<file path="config.mk">
export PLATFORM = sky130hd
export DESIGN_NAME = arithmetic_expression_lexer
export DESIGN_NICKNAME = d
export VERILOG_FILES = /design/src/rtl/core/ael_pkg.sv /design/src/rtl/core/ael_front.sv /design/src/rtl/core/ael_queue.sv /design/src/rtl/core/ael_back.sv /design/src/rtl/core/arithmetic_expression_lexer.sv
export SDC_FILE = /design/constraint.sdc
export NUM_CORES = 1
export LEC_CHECK = 0
export ABC_AREA = 1
export BUFFER_PORTS_ARGS = -buffer_cell sky130_fd_sc_hd__buf_2
export CORE_ASPECT_RATIO = 1.75
export CORE_MARGIN = 2
export CORE_UTILIZATION = 45
export DETAILED_ROUTE_END_ITERATION = 12
export PLACE_DENSITY = 0.58
export SYNTH_ARGS = -nofsm -noshare
export SYNTH_HDL_FRONTEND = slang
export SYNTH_HIERARCHICAL = 1
export SYNTH_SLANG_ARGS = --single-unit
</file>
<file path="constraint.sdc">
create_clock -name clk -period 8.3 [get_ports clk]
set_input_delay 1.66 -clock clk [delete_from_list [all_inputs] [get_ports clk]]
set_output_delay 1.66 -clock clk [all_outputs]
set_load 0.02 [all_outputs]
</file>
<file path="src/rtl/core/ael_pkg.sv">
// Shared types, constants and the operator table for the expression lexer.
// No dependencies; every other file of the block imports this package.
package ael_pkg;

	localparam int VALUE_BITS  = 31;
	localparam int LINE_BITS   = 16;
	localparam int COLUMN_BITS = 16;
	localparam int OP_BITS     = 3;
	localparam int BIND_BITS   = 3;
	localparam int CHAR_BITS   = 8;
	localparam int QUEUE_DEPTH = 4;
	localparam int QPTR_BITS   = $clog2(QUEUE_DEPTH);
	localparam int QCNT_BITS   = $clog2(QUEUE_DEPTH + 1);

	localparam int IN_TDATA_W  = ((CHAR_BITS + 7) / 8) * 8;
	localparam int OUT_FIELDS_W = VALUE_BITS + OP_BITS + 2 * BIND_BITS + CHAR_BITS
		+ LINE_BITS + COLUMN_BITS;
	localparam int OUT_TDATA_W = ((OUT_FIELDS_W + 7) / 8) * 8;

	localparam logic [VALUE_BITS-1:0]  VALUE_MAX  = '1;
	localparam logic [LINE_BITS-1:0]   LINE_MAX   = '1;
	localparam logic [COLUMN_BITS-1:0] COLUMN_MAX = '1;

	localparam logic [CHAR_BITS-1:0] CH_NUL    = 8'h00;
	localparam logic [CHAR_BITS-1:0] CH_TAB    = 8'h09;
	localparam logic [CHAR_BITS-1:0] CH_NL     = 8'h0A;
	localparam logic [CHAR_BITS-1:0] CH_SPACE  = 8'h20;
	localparam logic [CHAR_BITS-1:0] CH_OPEN   = 8'h28;
	localparam logic [CHAR_BITS-1:0] CH_CLOSE  = 8'h29;
	localparam logic [CHAR_BITS-1:0] CH_STAR   = 8'h2A;
	localparam logic [CHAR_BITS-1:0] CH_PLUS   = 8'h2B;
	localparam logic [CHAR_BITS-1:0] CH_MINUS  = 8'h2D;
	localparam logic [CHAR_BITS-1:0] CH_SLASH  = 8'h2F;
	localparam logic [CHAR_BITS-1:0] CH_ZERO   = 8'h30;
	localparam logic [CHAR_BITS-1:0] CH_NINE   = 8'h39;
	localparam logic [CHAR_BITS-1:0] CH_CARET  = 8'h5E;

	typedef enum logic [2:0] {
		TK_END   = 3'd0,
		TK_INT   = 3'd1,
		TK_OPER  = 3'd2,
		TK_OPEN  = 3'd3,
		TK_CLOSE = 3'd4,
		TK_ERR   = 3'd5
	} tok_kind_t;

	typedef enum logic [OP_BITS-1:0] {
		OP_MUL = 3'd0,
		OP_DIV = 3'd1,
		OP_ADD = 3'd2,
		OP_SUB = 3'd3,
		OP_POW = 3'd4
	} op_code_t;

	typedef struct packed {
		logic                  hit;
		op_code_t              code;
		logic [BIND_BITS-1:0]  bind_l;
		logic [BIND_BITS-1:0]  bind_r;
	} op_info_t;

	// one queue entry: an optional pending integer followed by an optional token
	typedef struct packed {
		logic                   num_vld;
		logic [VALUE_BITS-1:0]  num_value;
		logic                   tok_vld;
		tok_kind_t              tok_kind;
		op_code_t               op_code;
		logic [BIND_BITS-1:0]   bind_l;
		logic [BIND_BITS-1:0]   bind_r;
		logic [CHAR_BITS-1:0]   bad_char;
		logic [LINE_BITS-1:0]   line;
		logic [COLUMN_BITS-1:0] col;
	} rec_t;

	function automatic op_info_t op_lookup(input logic [CHAR_BITS-1:0] c);
		op_info_t r;
		r = '0;
		case (c)
			CH_STAR:  r = '{hit: 1'b1, code: OP_MUL, bind_l: 3'd3, bind_r: 3'd4};
			CH_SLASH: r = '{hit: 1'b1, code: OP_DIV, bind_l: 3'd3, bind_r: 3'd4};
			CH_PLUS:  r = '{hit: 1'b1, code: OP_ADD, bind_l: 3'd1, bind_r: 3'd2};
			CH_MINUS: r = '{hit: 1'b1, code: OP_SUB, bind_l: 3'd1, bind_r: 3'd2};
			CH_CARET: r = '{hit: 1'b1, code: OP_POW, bind_l: 3'd5, bind_r: 3'd6};
			default:  r = '0;
		endcase
		return r;
	endfunction

endpackage

</file>
<file path="src/rtl/core/ael_front.sv">
// Front end: accepts characters, tracks position, number and error state,
// and builds queue entries of up to two tokens. Depends on ael_pkg.
module ael_front (
	input  logic                          clk,
	input  logic                          arst_n,
	input  logic                          s_tvalid,
	output logic                          s_tready,
	input  logic [ael_pkg::IN_TDATA_W-1:0] s_tdata, // char_code
	input  logic                          s_tlast,  // end_of_input
	input  logic                          q_full,
	output logic                          q_push,
	output ael_pkg::rec_t                 q_rec
);
	import ael_pkg::*;

	localparam int PROD_W = VALUE_BITS + 4;

	logic                   num_active_q;
	logic [VALUE_BITS-1:0]  num_q;
	logic [LINE_BITS-1:0]   line_q;
	logic [COLUMN_BITS-1:0] col_q;
	logic                   err_q;

	logic [CHAR_BITS-1:0]   c;
	logic                   accept;
	logic                   is_end;
	logic                   is_digit;
	logic                   is_space;
	logic [3:0]             digit;
	logic [PROD_W-1:0]      prod;
	logic [VALUE_BITS-1:0]  num_nxt;
	logic [LINE_BITS-1:0]   line_nxt;
	logic [COLUMN_BITS-1:0] col_nxt;
	op_info_t               op;
	rec_t                   rec;

	assign s_tready = !q_full;
	assign accept   = s_tvalid && s_tready;

	always_comb begin
		c        = s_tdata[CHAR_BITS-1:0];
		is_end   = s_tlast || (c == CH_NUL);
		is_digit = c inside {[CH_ZERO:CH_NINE]};
		is_space = c inside {CH_SPACE, CH_TAB, CH_NL};
		digit    = 4'(c - CH_ZERO);
		op       = op_lookup(c);

		prod = PROD_W'({num_q, 3'b000}) + PROD_W'({num_q, 1'b0}) + PROD_W'(digit);
		if (!num_active_q) begin
			num_nxt = VALUE_BITS'(digit);
		end else if (prod > PROD_W'(VALUE_MAX)) begin
			num_nxt = VALUE_MAX;
		end else begin
			num_nxt = prod[VALUE_BITS-1:0];
		end

		line_nxt = line_q;
		col_nxt  = col_q;
		if (c == CH_NL) begin
			if (line_q != LINE_MAX) begin
				line_nxt = line_q + 1'b1;
			end
			col_nxt = COLUMN_BITS'(1);
		end else if (col_q != COLUMN_MAX) begin
			col_nxt = col_q + 1'b1;
		end

		rec = '0;
		if (is_end) begin
			rec.num_vld   = num_active_q && !err_q;
			rec.num_value = num_q;
			rec.tok_vld   = 1'b1;
			rec.tok_kind  = TK_END;
		end else if (!err_q && !is_digit) begin
			rec.num_vld   = num_active_q;
			rec.num_value = num_q;
			if (!is_space) begin
				rec.tok_vld = 1'b1;
				if (c == CH_OPEN) begin
					rec.tok_kind = TK_OPEN;
				end else if (c == CH_CLOSE) begin
					rec.tok_kind = TK_CLOSE;
				end else if (op.hit) begin
					rec.tok_kind = TK_OPER;
					rec.op_code  = op.code;
					rec.bind_l   = op.bind_l;
					rec.bind_r   = op.bind_r;
				end else begin
					rec.tok_kind = TK_ERR;
					rec.bad_char = c;
					rec.line     = line_nxt;
					rec.col      = col_nxt;
				end
			end
		end
	end

	assign q_rec  = rec;
	assign q_push = accept && (rec.num_vld || rec.tok_vld);

	always_ff @(posedge clk or negedge arst_n) begin
		if (!arst_n) begin
			num_active_q <= 1'b0;
			num_q        <= '0;
			line_q       <= LINE_BITS'(1);
			col_q        <= '0;
			err_q        <= 1'b0;
		end else if (accept) begin
			if (is_end) begin
				num_active_q <= 1'b0;
				num_q        <= '0;
				line_q       <= LINE_BITS'(1);
				col_q        <= '0;
				err_q        <= 1'b0;
			end else if (!err_q) begin
				line_q <= line_nxt;
				col_q  <= col_nxt;
				if (is_digit) begin
					num_active_q <= 1'b1;
					num_q        <= num_nxt;
				end else begin
					num_active_q <= 1'b0;
					num_q        <= '0;
					if (rec.tok_vld && rec.tok_kind == TK_ERR) begin
						err_q <= 1'b1;
					end
				end
			end
		end
	end

endmodule

</file>
<file path="src/rtl/core/ael_queue.sv">
// Short queue of token entries between front and back end.
// Depends on ael_pkg for the entry type and depth.
module ael_queue (
	input  logic          clk,
	input  logic          arst_n,
	input  logic          push,
	input  ael_pkg::rec_t push_rec,
	output logic          full,
	input  logic          pop,
	output logic          empty,
	output ael_pkg::rec_t head
);
	import ael_pkg::*;

	rec_t                 mem_q [QUEUE_DEPTH];
	logic [QPTR_BITS-1:0] wr_ptr_q;
	logic [QPTR_BITS-1:0] rd_ptr_q;
	logic [QCNT_BITS-1:0] cnt_q;

	assign full  = (cnt_q == QCNT_BITS'(QUEUE_DEPTH));
	assign empty = (cnt_q == '0);
	assign head  = mem_q[rd_ptr_q];

	always_ff @(posedge clk) begin
		if (push) begin
			mem_q[wr_ptr_q] <= push_rec;
		end
	end

	always_ff @(posedge clk or negedge arst_n) begin
		if (!arst_n) begin
			wr_ptr_q <= '0;
			rd_ptr_q <= '0;
			cnt_q    <= '0;
		end else begin
			if (push) begin
				wr_ptr_q <= wr_ptr_q + 1'b1;
			end
			if (pop) begin
				rd_ptr_q <= rd_ptr_q + 1'b1;
			end
			if (push && !pop) begin
				cnt_q <= cnt_q + 1'b1;
			end else if (pop && !push) begin
				cnt_q <= cnt_q - 1'b1;
			end
		end
	end

endmodule

</file>
<file path="src/rtl/core/ael_back.sv">
// Back end: splits each queue entry into output words and holds the
// output register. Depends on ael_pkg.
module ael_back (
	input  logic                            clk,
	input  logic                            arst_n,
	input  logic                            q_empty,
	input  ael_pkg::rec_t                   q_head,
	output logic                            q_pop,
	output logic                            m_tvalid,
	input  logic                            m_tready,
	output logic [ael_pkg::OUT_TDATA_W-1:0] m_tdata, // int_value, op_code, bind_left,
	                                                 // bind_right, bad_char, err_line,
	                                                 // err_column
	output logic [2:0]                      m_tuser, // token_kind
	output logic                            m_tlast  // last
);
	import ael_pkg::*;

	logic                    phase_q;
	logic                    m_tvalid_q;
	logic [OUT_TDATA_W-1:0]  m_tdata_q;
	logic [2:0]              m_tuser_q;
	logic                    m_tlast_q;

	logic                    load;
	logic                    int_word;
	logic [OUT_FIELDS_W-1:0] fields;
	tok_kind_t               kind;
	logic                    last;

	assign load     = !q_empty && (!m_tvalid_q || m_tready);
	assign int_word = !phase_q && q_head.num_vld;
	assign q_pop    = load && (!int_word || !q_head.tok_vld);

	always_comb begin
		if (int_word) begin
			kind   = TK_INT;
			last   = !q_head.tok_vld;
			fields = OUT_FIELDS_W'(q_head.num_value);
		end else begin
			kind   = q_head.tok_kind;
			last   = 1'b1;
			fields = {q_head.col, q_head.line, q_head.bad_char, q_head.bind_r,
				q_head.bind_l, q_head.op_code, {VALUE_BITS{1'b0}}};
		end
	end

	always_ff @(posedge clk or negedge arst_n) begin
		if (!arst_n) begin
			phase_q    <= 1'b0;
			m_tvalid_q <= 1'b0;
		end else begin
			if (load) begin
				m_tvalid_q <= 1'b1;
				phase_q    <= int_word && q_head.tok_vld;
			end else if (m_tready) begin
				m_tvalid_q <= 1'b0;
			end
		end
	end

	always_ff @(posedge clk) begin
		if (load) begin
			m_tdata_q <= OUT_TDATA_W'(fields);
			m_tuser_q <= kind;
			m_tlast_q <= last;
		end
	end

	assign m_tvalid = m_tvalid_q;
	assign m_tdata  = m_tdata_q;
	assign m_tuser  = m_tuser_q;
	assign m_tlast  = m_tlast_q;

endmodule

</file>
<file path="src/rtl/core/arithmetic_expression_lexer.sv">
// Arithmetic expression lexer: one character word in, zero to two token words out.
// A token word passes through a queue entry and then the output register.
// Throughput: one character per cycle while the queue is not full; the four-entry
// token queue absorbs the bursts of characters that yield two token words each.
// Reset (arst_n low) clears position, number and error state and empties the queue.
// Depends on ael_pkg, ael_front, ael_queue and ael_back.
module arithmetic_expression_lexer (
	input  logic                            clk,
	input  logic                            arst_n,
	input  logic                            s_tvalid,
	output logic                            s_tready,
	input  logic [ael_pkg::IN_TDATA_W-1:0]  s_tdata, // char_code
	input  logic                            s_tlast, // end_of_input
	output logic                            m_tvalid,
	input  logic                            m_tready,
	output logic [ael_pkg::OUT_TDATA_W-1:0] m_tdata, // int_value, op_code, bind_left,
	                                                 // bind_right, bad_char, err_line,
	                                                 // err_column
	output logic [2:0]                      m_tuser, // token_kind
	output logic                            m_tlast  // last
);
	import ael_pkg::*;

	logic q_push;
	logic q_full;
	logic q_pop;
	logic q_empty;
	rec_t q_rec;
	rec_t q_head;

	ael_front u_front (
		.clk      (clk),
		.arst_n   (arst_n),
		.s_tvalid (s_tvalid),
		.s_tready (s_tready),
		.s_tdata  (s_tdata),
		.s_tlast  (s_tlast),
		.q_full   (q_full),
		.q_push   (q_push),
		.q_rec    (q_rec)
	);

	ael_queue u_queue (
		.clk      (clk),
		.arst_n   (arst_n),
		.push     (q_push),
		.push_rec (q_rec),
		.full     (q_full),
		.pop      (q_pop),
		.empty    (q_empty),
		.head     (q_head)
	);

	ael_back u_back (
		.clk      (clk),
		.arst_n   (arst_n),
		.q_empty  (q_empty),
		.q_head   (q_head),
		.q_pop    (q_pop),
		.m_tvalid (m_tvalid),
		.m_tready (m_tready),
		.m_tdata  (m_tdata),
		.m_tuser  (m_tuser),
		.m_tlast  (m_tlast)
	);

endmodule

</file>
Yosys cells after proc, flatten, opt, wreduce, memory -nomap -nowiden
Memory sizes are Yosys's and may differ from the RTL's.
Index checks and enable logic that the tools add are counted.
{ "classes": {"n_addsub": 9, "magnitude_cmp": 3, "n_eq_ne": 15, "n_mux": 38, "reduce_logical": 32} }
{ "ops": {"columns": ["op", "count"], "rows": [
  ["31-bit 2-to-1 mux", 5],
  ["49-bit 2-to-1 mux", 3],
  ["16-bit 2-to-1 mux", 8],
  ["85-bit 2-to-1 mux", 1],
  ["8-bit by 6-bit equality test with 1-bit output (second input constant)", 7],
  ["53-bit 2-to-1 mux", 1],
  ["10-bit one-hot mux with 5 select lines", 1],
  ["40-bit 2-to-1 mux", 1],
  ["36-bit 2-to-1 mux", 1],
  ["34-bit by 32-bit adder with 35-bit output", 1],
  ["35-bit by 4-bit adder with 35-bit output", 1],
  ["35-bit by 31-bit greater-than comparator with 1-bit output (second input constant)", 1],
  ["16-bit by 1-bit adder with 16-bit output (second input constant)", 2],
  ["16-bit inequality test (second input constant)", 2],
  ["8-bit by 4-bit equality test with 1-bit output (second input constant)", 2],
  ["3-bit 2-to-1 mux", 5],
  ["1-bit logical AND", 12],
  ["1-bit 2-to-1 mux", 11],
  ["1-bit logical NOT", 10],
  ["9-bit 2-to-1 mux", 1],
  ["8-bit by 7-bit equality test with 1-bit output (second input constant)", 1],
  ["8-bit by 6-bit greater-or-equal comparator with 1-bit output (second input constant)", 1],
  ["8-bit by 6-bit <= comparator with 1-bit output (second input constant)", 1],
  ["8-bit logical NOT", 1],
  ["11 further kinds", 17]
]} }
{ "totals": {"ff_bits": 158, "ram_bits": 340, "input_bits": 13, "wordCells": 112, "n_memories": 1} }
{ "mem_list": {"columns": ["name", "words", "word_bits", "rd", "rd_ports_with_merged_regs", "wr", "line", "rtl"], "rows": [
  ["u_queue.mem_q", 4, 85, 1, 0, 1, "ael_queue.sv:15", "rec_t mem_q [QUEUE_DEPTH];"]
]} }

Logic depth before layout (Yosys ltp)
Gate-level depths: netlist of the first run.
{ "depth": {"depth_word": 15, "ltp_mapped": 20, "ltp_nobuf": 20} }

Cells and area by module
The synthesis of the first run kept the hierarchy.
{ "by_module_without_submodules": {"columns": ["module", "instances", "cells_each", "area_each_um2", "seq_area_each_um2"], "rows": [
  ["ael_queue", 1, 1040, 14347.5, 10385.0],
  ["ael_front", 1, 1068, 6782.8, 1627.8],
  ["ael_back", 1, 275, 3362.0, 2572.5]
]} }

Worst setup path before layout of the first run
OpenSTA, ideal clock, no wires.
{ "synth_path": {"kind": "input port to flip-flop", "startpoint": "input port m_tready", "endpoint": "register u_back.m_tdata_q[0] (netlist: u_back/m_tdata[0]), enable pin", "setup_time_ns": 0.556, "arrival_ns": 5.774, "setup_slack_ns": 1.970, "path_stages": 2, "path_buffers": 0, "cell_sequence": "inv_1 a21oi_1"} }
{ "synth_between": {"elab_chain_cells": 2} }
{ "synth_lines": {"columns": ["item", "line", "rtl"], "rows": [
  ["from (decl)", "arithmetic_expression_lexer.sv:15", "input logic m_tready,"],
  ["1-bit logical OR", "ael_back.sv:31", "assign load = !q_empty && (!m_tvalid_q || m_tready);"],
  ["1-bit logical AND", "ael_back.sv:31", null],
  ["net u_back.load", "ael_back.sv:25", "logic load;"],
  ["to (signal assigned)", "ael_back.sv:64", "m_tdata_q <= OUT_TDATA_W'(fields);"],
  ["to (decl)", "ael_back.sv:21", "logic [OUT_TDATA_W-1:0] m_tdata_q;"]
]} }
The timed path passes the listed nets, and every way through them passes these cells.
A chain may end at the register's enable or synchronous reset.

==> impl_metrics.ini, run 1 <==
[run_status]
outcome = complete, no violations

[floorplan]
die_area_sq_um = 56400
die_w_um = 180
ios = 99
initial_core_util_pct = 45.3
std_cell_rows = 113
core_sq_um = 54000
die_h_um = 313

[logic_synthesis]
ys_seq_elements = 498
synth.avg_cell_area_sq_um = 10.3
synth_warnings = 6
syn_inst = 2383
syn_area_sq_um = 24500
synth_async_sr_flop_share_pct = 14.9
synth_ff_type = edfxtp_1
synth_edf_count = 424
ys_types = 58
synth_seq_area_share_pct = 59.6
synth_nets = 2467

[critical_path]
worst_setup_path_end_kind = flip-flop
worstSetupPathType = input port to flip-flop
worstSetupStartpointType = input port
arrival_ps = 4980
crit_required_ps = 8540
critical_path_peak_fanout = 49

[pwr]
p_switching_mw = 3.06
p_seq_share_pct = 42.4
p_leak_nw = 11.9
clkPwrFrac_pct = 26.3
p_sw_share_pct = 35.7
max-vdd-ir-drop_v = 0.000225
finalPower_mw = 8.56
power.density_nw_per_um2 = 318
internal_power_mw = 5.50
combPwrFrac_pct = 31.3

[grt]
grt_pass1_vias = 16287
grt_pass1_wl_um = 89300
antenna_found_initial = 2
grt_usage_pct = 20.2
grt_max_degree = 113
grt-ovfl-total = 0

[sta]
finalCritPeriodShare_pct = 57.1
tns_ps = 0
slew-limit-headroom_pct = 16.9
finalWorstSetupSlack_ps = 3560
slew_viol_final = 0
max_freq_ghz = 0.211
rsz0062_at_grt = no
setup-violations-final = 0
hold_viol_final = 0
finClkSkew_ps = 26.5
tightestPinTransition_ps = 1250
hold_ws_ps = 500
fin_crit_ps = 4740

[routing]
dr.pass1.iters = 5
final_antenna_net_count = 0
vias_per_cell = 5.12
drc = 0
drtIter0Drc = 1003
vias = 16315
wl_um = 56800
wl_per_cell_um = 17.8

[placed_design]
place_hpwl_um = 37700
place.gp.congestion = 0.882
placed_cells = 3098
place_ws_ps = 2920
portBuffers = 98

[clock_network]
ctsHoldBuffers = 0
clock_latency_ps = 580
htree_levels = 2
numCtsBuffers = 48
tritoncts = yes
clk_pin_slew_ps = 60
cts_root_buf = clkbuf_16
post_cts_buffers = 0
cts_buffer_depth = 3
cts_resized = 0
clock_sinks = 498

[flow_run]
drv_cap = 0

[cells_and_area]
instances_no_fill = 3188
area_growth_pct = 9.85
final_layout_size_suffix_gt1_share_pct = 13.6
final_common_cell = nand2_1
final_cell_mix = nand2_1 (561), edfxtp_1 (424), inv_1 (411)
num_antenna_cells = 0
nets = 2542

[min_path]
hp-class = flip-flop to flip-flop
[worst max-delay path, stage by stage]
cell and delay (ps):
buf_2 150, inv_2 100, nand2_2 90, nor3_2 50
a21oi_2 470, inv_2 160, nor2_4 150, inv_1 70
nand3_1 70, inv_1 80, o21ai_0 150, inv_1 170
nand2_1 130, clkinv_2 800, buf_4 650
[power by group through the flow]
stage	Clock [mW]	Sequential, mW	Combinational (mW)
floorplan	0	3.94	1.88
global placement	0	3.67	2.69
detailed placement	0	3.69	2.74
CTS	2.31	3.64	2.75
global route	2.40	3.69	2.99
finish	2.25	3.63	2.68
[routing by layer]
metal / share of wire [%] / wire length, um / track usage, % / up-vias
li1: - / - / - / 8016
met1: 39 / 22000 / 22.7 / 7877
met2: 54 / 30700 / 38.3 / 299
met3: 3.2 / 1800 / 2.21 / 123
met4: 4.1 / 2310 / 8.65 / 0
met5: 0 / 0 / 0 / -
[metrics by stage]
step / util [%] / instance area (sq um)
after floorplan: - / 24500
after global placement: 46.8 / 25300
after detailed placement: 46.8 / 25300
after CTS: 49.8 / 26900
after global routing: 49.8 / 26900
final: 49.8 / 26900
[cell usage after synthesis, types with 6 or more instances]
| master | count | area [sq um] |
|---|---|---|
| or2_2 | 7 | 43.8 |
| o211ai_2 | 72 | 901 |
| o21ai_0 | 38 | 190 |
| xnor2_1 | 6 | 52.6 |
| dfrtp_1 | 73 | 1830 |
| buf_2 | 27 | 135 |
| nand3b_1 | 6 | 45.0 |
| nor2_2 | 16 | 100 |
| a21oi_1 | 47 | 235 |
| nand2_2 | 9 | 56.3 |
| nand4_1 | 8 | 50.1 |
| nand3_1 | 71 | 355 |
| clkbuf_1 | 10 | 37.5 |
| buf_6 | 36 | 405 |
| o22ai_1 | 12 | 75.1 |
| nand3_2 | 11 | 110 |
| nand2_1 | 561 | 2110 |
| buf_4 | 14 | 105 |
| inv_2 | 11 | 41.3 |
| nor2_1 | 234 | 878 |
| a22oi_1 | 6 | 45.0 |
| o211ai_1 | 102 | 766 |
| xor2_1 | 16 | 140 |
| o21bai_1 | 8 | 60.1 |
| nor3_1 | 22 | 110 |
| ha_1 | 68 | 851 |
| edfxtp_1 | 424 | 12700 |
| o21ai_1 | 6 | 30.0 |
| inv_1 | 415 | 1560 |
| nor4_1 | 7 | 43.8 |
[registers in the layout (all words and copies together) (netlist names)]
| name | count |
|---|---|
| u_back/m_tdata | 80 |
| u_front/num_active_q | 1 |
| u_queue/rd_ptr_q | 2 |
| u_queue/mem_q | 340 |
| u_back/m_tlast | 1 |
| u_front/line_q | 16 |
| u_queue/cnt_q | 3 |
| u_front/col_q | 16 |
| u_back/m_tvalid | 1 |
| u_back/m_tuser | 3 |
| u_back/phase_q | 1 |
| u_front/err_q | 1 |
| u_front/num_q | 31 |
| u_queue/wr_ptr_q | 2 |
[logic make-up after synthesis]
family,share of synthesized area [%]
AOI/OAI and AO/OA,9.82
xor gates and xnor gates,0.787
adders and majority gates,3.72
buffers and inverters,9.50
DFF,59.6
other,0.0153
and+or+nand+nor,16.6
[cell type report]
| type | count | area, sq um |
|---|---|---|
| Inverter | 429 | 1630 |
| Sequential cell | 498 | 14600 |
| Clock buffer | 67 | 1330 |
| Clock inverter | 23 | 288 |
| Timing Repair Buffer | 114 | 613 |
| Fill cell | 4929 | 27100 |
| Tap cell | 690 | 863 |
| Multi-Input combinational cell | 1367 | 7590 |
[final timing paths]
path / start / endpoint / slack (ps) / cells past startpoint
setup / recovery: s_tdata[1] / u_queue/mem_q[0][32] / 3560 / 15
hold / removal: u_queue/cnt_q[2] / u_queue/cnt_q[2] / 500 / 2
setup reg to reg: u_queue/rd_ptr_q[0] / u_back/m_tdata[24] / 4580 / 7
hold reg to reg: u_queue/cnt_q[2] / u_queue/cnt_q[2] / 500 / 2
max in group asynchronous: arst_n / u_queue/rd_ptr_q[0] / 6110 / 2
min in group asynchronous: arst_n / u_front/num_q[27] / 1030 / 1
Note: power is estimated with default switching activity, not from simulation.
==> run 2: changes to the inputs <==
--- a/config.mk
+++ b/config.mk
@@ -5,7 +5,7 @@
 export SDC_FILE = /design/constraint.sdc
 export NUM_CORES = 1
 export LEC_CHECK = 0
-export ABC_AREA = 1
+export ABC_AREA = 0
 export BUFFER_PORTS_ARGS = -buffer_cell sky130_fd_sc_hd__buf_2
 export CORE_ASPECT_RATIO = 1.75
 export CORE_MARGIN = 2
==> constraint.sdc (replaced) <==
create_clock -name clk -period 4.6 [get_ports clk]
set_input_delay 0.92 -clock clk [delete_from_list [all_inputs] [get_ports clk]]
set_output_delay 0.92 -clock clk [all_outputs]
set_load 0.02 [all_outputs]
==> impl_metrics.ini, run 2 <==
[sta]
fin_crit_ps = 3980
finClkSkew_ps = 21.0
finalCritPeriodShare_pct = 86.5
slew-limit-headroom_pct = 38.6
tns_ps = 0
hold_viol_final = 0
setup-violations-final = 0
finalWorstSetupSlack_ps = 621
slew_viol_final = 0
rsz0062_at_grt = no
max_freq_ghz = 0.251
tightestPinTransition_ps = 920

[critical_path]
critical_path_peak_fanout = 28
worstSetupPathType = input port to flip-flop
reg2reg_to = u_front/num_q[21]
reg2regPathDepth = 13
worst_path_max_delay_cell = a2111oi_1
critPathTopFamily = compound AO/OA/AOI/OAI gates
crit_chain = buf_2 -> inv_1 -> fa_1 -> fa_1 -> nor2b_1 -> o2111ai_1 -> a2111oi_1 -> o211ai_1 -> nand4_1 -> nand3_1 -> a211oi_2 -> nor2b_1 -> buf_12 -> a221o_1
rrSetupSlack_ps = 740
r2r_start = u_front/num_q[2]
arrival_ps = 4400
crit_required_ps = 5030
worst_setup_path_end_kind = flip-flop
startpoint = s_tdata[3]
critical-path-max-stage-delay_ps = 590
worstSetupStartpointType = input port
cp_num_buf_inv = 3

[logic_synthesis]
synth_seq_area_share_pct = 66.0
synth_ff_type = edfxtp_1
yosys.area.top_type = edfxtp_1
synthXorXnorAreaFrac_pct = 2.26
synth_fa_ha_area_share_pct = 4.12
yosys.area_share.simple_pct = 8.88
syn_area_sq_um = 22100
synthMuxAreaShare_pct = 8.99
synth_top_family_by_area = multiplexers
synth_async_sr_flop_share_pct = 14.9
synth.top_cell.area_share_pct = 57.6
syn_inst = 1415
synth_edf_count = 424
ys_seq_elements = 498
ys_types = 74
synth.avg_cell_area_sq_um = 15.6
synth_warnings = 6
synth_compound_area_share_pct = 7.27
synthTopCellsByArea = edfxtp_1 (58%), mux4_2 (8.7%), dfrtp_1 (8.3%), ha_1 (3.8%), nor2b_1 (2.4%)
synth_nets = 1499
synthTopCellsByCount = edfxtp_1 (424), nor2b_1 (86), mux4_2 (85)
synthMostInstantiatedCell = edfxtp_1

[pwr]
power.density_nw_per_um2 = 564
p_leak_nw = 9.17
max-vdd-ir-drop_v = 0.000422

[routing]
drtIter0Drc = 788
wl_um = 45900
drc = 0
wl_per_cell_um = 20.8
final_antenna_net_count = 0
vias_per_cell = 5.62
dr.pass1.iters = 5
vias = 12442

[placed_design]
place.gp.congestion = 0.916
place_ws_ps = 103
portBuffers = 98
place_hpwl_um = 30100
placed_cells = 2130

[cells_and_area]
instances_no_fill = 2212
final_cell_mix = edfxtp_1 (424), buf_2 (97), nor2b_1 (86)
fill_cells = 4110
nets = 1607
num_antenna_cells = 0
final_common_cell = edfxtp_1
largest_reg_flops = 340
largest_register = u_queue/mem_q
final_layout_size_suffix_gt1_share_pct = 20.2
area_growth_pct = 12.2

[clock_network]
numCtsBuffers = 45
clk_pin_slew_ps = 70
post_cts_buffers = 0
tritoncts = yes
ctsHoldBuffers = 0
cts_root_buf = clkbuf_16
clock_sinks = 498
cts_buffer_depth = 3
clock_latency_ps = 560
htree_levels = 2
cts_resized = 0

[floorplan]
ios = 99
initial_core_util_pct = 45.5
die_h_um = 297
std_cell_rows = 107
core_sq_um = 48600
die_area_sq_um = 51000
die_w_um = 172

[grt]
grt_pass1_vias = 13131
grt-ovfl-total = 0
antenna_found_initial = 0
grt_pass1_wl_um = 72100
grt_usage_pct = 18.4
grt_max_degree = 84

[min_path]
hp-class = input port to asynchronous set/reset pin

[run_status]
outcome = complete, no violations

[flow_run]
drv_cap = 0
==> run 2: cell count changes in the layout (fill, tap and decap cells not counted), moves of 15 or more <==
cell,previous run,this run
nor2b_1,0,86
nand2_1,561,64
and2_1,1,38
mux4_2,0,85
xnor2_1,6,30
nor2_2,16,1
inv_1,411,29
nand3_1,71,21
a221o_1,0,28
a21o_1,2,19
o211ai_2,72,0
nor2_1,234,76
o211ai_1,102,5
==> run 2: worst max-delay path by stage <==
stage	endpoint	depth (start not counted)	slack, ps
after floorplan	u_front/num_q[12]	15	510
after global placement	u_front/num_q[28]	12	180
after detailed placement	u_front/num_q[10]	14	100
after CTS	u_front/num_q[13]	14	660
after global routing	u_front/num_q[21]	14	460
final	u_front/num_q[21]	14	620
==> run 2: cells by family after synthesis <==
family,count (synthesis)
compound gates,226
simple gates,370
flops,498
xor+xnor,57
other cells,1
mux,92
buf+inv,100
fa+ha+maj,71
==> run 2: metrics by stage <==
step | hold WS [ps] | cell area, sq um | util (%) | power, mW
2_1_floorplan | 456 | 22100 | - | 9.40
3_3_place_gp | 471 | 23400 | 48.1 | 10.6
3_5_place_dp | 484 | 23400 | 48.1 | 10.6
4_1_cts | 446 | 24800 | 51.0 | 14.2
5_1_grt | 483 | 24800 | 51.0 | 14.7
6_report | 443 | 24800 | 51.0 | 14.0
==> run 2: where the power goes <==
part	total, mW	switching (mW)	internal (mW)
registers	6.61	0.420	6.19
logic	3.78	2.20	1.58
clock network	3.58	1.61	1.96
total	14.0	4.23	9.74
==> run 2: cell type report <==
type | count | area, sq um | area share (%)
Clock inverter | 29 | 210 | 0.848
Clock buffer | 53 | 1190 | 4.78
Tap cell | 654 | 818 | 3.30
Timing Repair Buffer | 132 | 873 | 3.52
Sequential cell | 498 | 14600 | 58.9
Multi-Input combinational cell | 817 | 7000 | 28.2
Inverter | 29 | 109 | 0.439
==> run 2: routing by layer <==
layer,global-route usage (%),share of wire (%)
met1,20.7,38
met2,35.1,56
met5,0,0
met3,2.10,3.4
met4,6.46,2.7
==> run 2: worst reg2reg max path, cell delays in order (launching register included) <==
cell and delay (ps):
dfrtp_1 400, inv_1 160, fa_1 500, fa_1 490, nor2b_1 180, o2111ai_1 140
a2111oi_1 590, o211ai_1 220, nand4_1 140, nand3_1 80, a211oi_2 260, nor2b_1 110
buf_12 180, a221o_1 280
==> run 3: changes to the inputs <==
--- a/config.mk
+++ b/config.mk
@@ -9,9 +9,9 @@
 export BUFFER_PORTS_ARGS = -buffer_cell sky130_fd_sc_hd__buf_2
 export CORE_ASPECT_RATIO = 1.75
 export CORE_MARGIN = 2
-export CORE_UTILIZATION = 45
+export CORE_UTILIZATION = 38
 export DETAILED_ROUTE_END_ITERATION = 12
-export PLACE_DENSITY = 0.58
+export PLACE_DENSITY = 0.51
 export SYNTH_ARGS = -nofsm -noshare
 export SYNTH_HDL_FRONTEND = slang
 export SYNTH_HIERARCHICAL = 1
==> impl_metrics.ini, run 3 (synthesis gave the netlist of run 2 again) <==
[clock_network]
numCtsBuffers = 46
clock_latency_ps = 580
cts_buffer_depth = 3
cts_root_buf = clkbuf_16
htree_levels = 2
ctsHoldBuffers = 0
cts_resized = 0
clock_sinks = 498
post_cts_buffers = 0
clk_pin_slew_ps = 80
tritoncts = yes

[cells_and_area]
fill_cells = 5182
nets = 1611
final_cell_mix = edfxtp_1 (424), buf_2 (97), nor2b_1 (85), mux4_2 (85), nor2_1 (76)
largest_reg_flops = 340
num_antenna_cells = 0
area_growth_pct = 13.5
instances_no_fill = 2337
largest_register = u_queue/mem_q
final_area_sq_um = 25100
post-route-util_pct = 43.4
final_layout_size_suffix_gt1_share_pct = 20.5
final_common_cell = edfxtp_1

[critical_path]
crit_required_ps = 5110
worst_setup_path_end_kind = flip-flop
r2r_start = u_front/num_q[2]
worstSetupStartpointType = input port
worstSetupPathType = input port to flip-flop
startpoint = s_tdata[3]
arrival_ps = 4480
critical_path_peak_fanout = 24

[sta]
tightestPinTransition_ps = 940
max_freq_ghz = 0.252
finClkSkew_ps = 28.8
tns_ps = 0
setup-violations-final = 0
fin_crit_ps = 3970
hold_ws_ps = 343
slew-limit-headroom_pct = 37.4
rsz0062_at_grt = no
hold_viol_final = 0
slew_viol_final = 0
finalCritPeriodShare_pct = 86.4
finalWorstSetupSlack_ps = 625

[flow_run]
drv_cap = 0

[floorplan]
core_sq_um = 57800
ios = 99
die_w_um = 186
std_cell_rows = 117
die_area_sq_um = 60200
initial_core_util_pct = 38.2
die_h_um = 323

[grt]
grt_pass1_wl_um = 76100
grt_max_degree = 84
grt_pass1_vias = 13351
grt-ovfl-total = 0
grt_usage_pct = 16.4
antenna_found_initial = 0

[pwr]
p_leak_nw = 9.25
power.density_nw_per_um2 = 569
finalPower_mw = 14.3
max-vdd-ir-drop_v = 0.000378

[routing]
wl_um = 48600
wl_per_cell_um = 20.8
drtIter0Drc = 633
drc = 0
final_antenna_net_count = 0
dr.pass1.iters = 4
vias_per_cell = 5.26
vias = 12303

[placed_design]
place_ws_ps = 96.6
place.gp.congestion = 0.874
place_area_sq_um = 23600
place_hpwl_um = 32000
portBuffers = 98
placed_cells = 2252

[run_status]
outcome = complete, no violations

[min_path]
hp-class = input port to asynchronous set/reset pin
run 3: layer usage:
layer  vias to the layer above  track usage (%)  part of all wire [%]
met1                      6334             18.0                    39
met2                       221             32.2                    56
met5                         -                0                     0
li1                       5676                -                     -
met3                        72             2.00                   2.9
met4                         0             5.81                   2.8
run 3: layout make-up:
cell class | instances | area (sq um) | area share, %
clock buffers | 67 | 1300 | 5.19
flip-flops and latches | 498 | 14600 | 58.2
repair buffers | 135 | 921 | 3.67
well taps | 773 | 967 | 3.86
inverters | 29 | 109 | 0.434
multi-input cells | 817 | 7010 | 27.9
clock inverters | 18 | 181 | 0.723
run 3: report_power, final:
group          internal (mW)  switching [mW]  total [mW]
logic                   1.60            2.30        3.90
registers               6.19           0.386        6.58
clock network           2.15            1.65        3.80
total                   9.94            4.34        14.3
run 3: worst paths after layout:
path	end	slack (ps)	depth (start not counted)
min in group clk	u_queue/cnt_q[2]	500	1
min reg2reg	u_queue/cnt_q[2]	500	1
max	u_front/num_q[25]	630	14
max reg2reg	u_front/num_q[25]	710	13
min	u_queue/cnt_q[2]	340	1
max in group asynchronous	u_front/line_q[7]	3260	2
run 3: worst max-delay path: stages:
cell and delay, ps:
buf_2 120, inv_1 90, fa_1 540, fa_1 480, nor2b_1 180, o2111ai_1 160
a2111oi_1 620, o211ai_1 210, a211o_1 330, nand3_1 100, a211oi_2 60, nor2b_2 290
buf_12 220, a221o_1 130
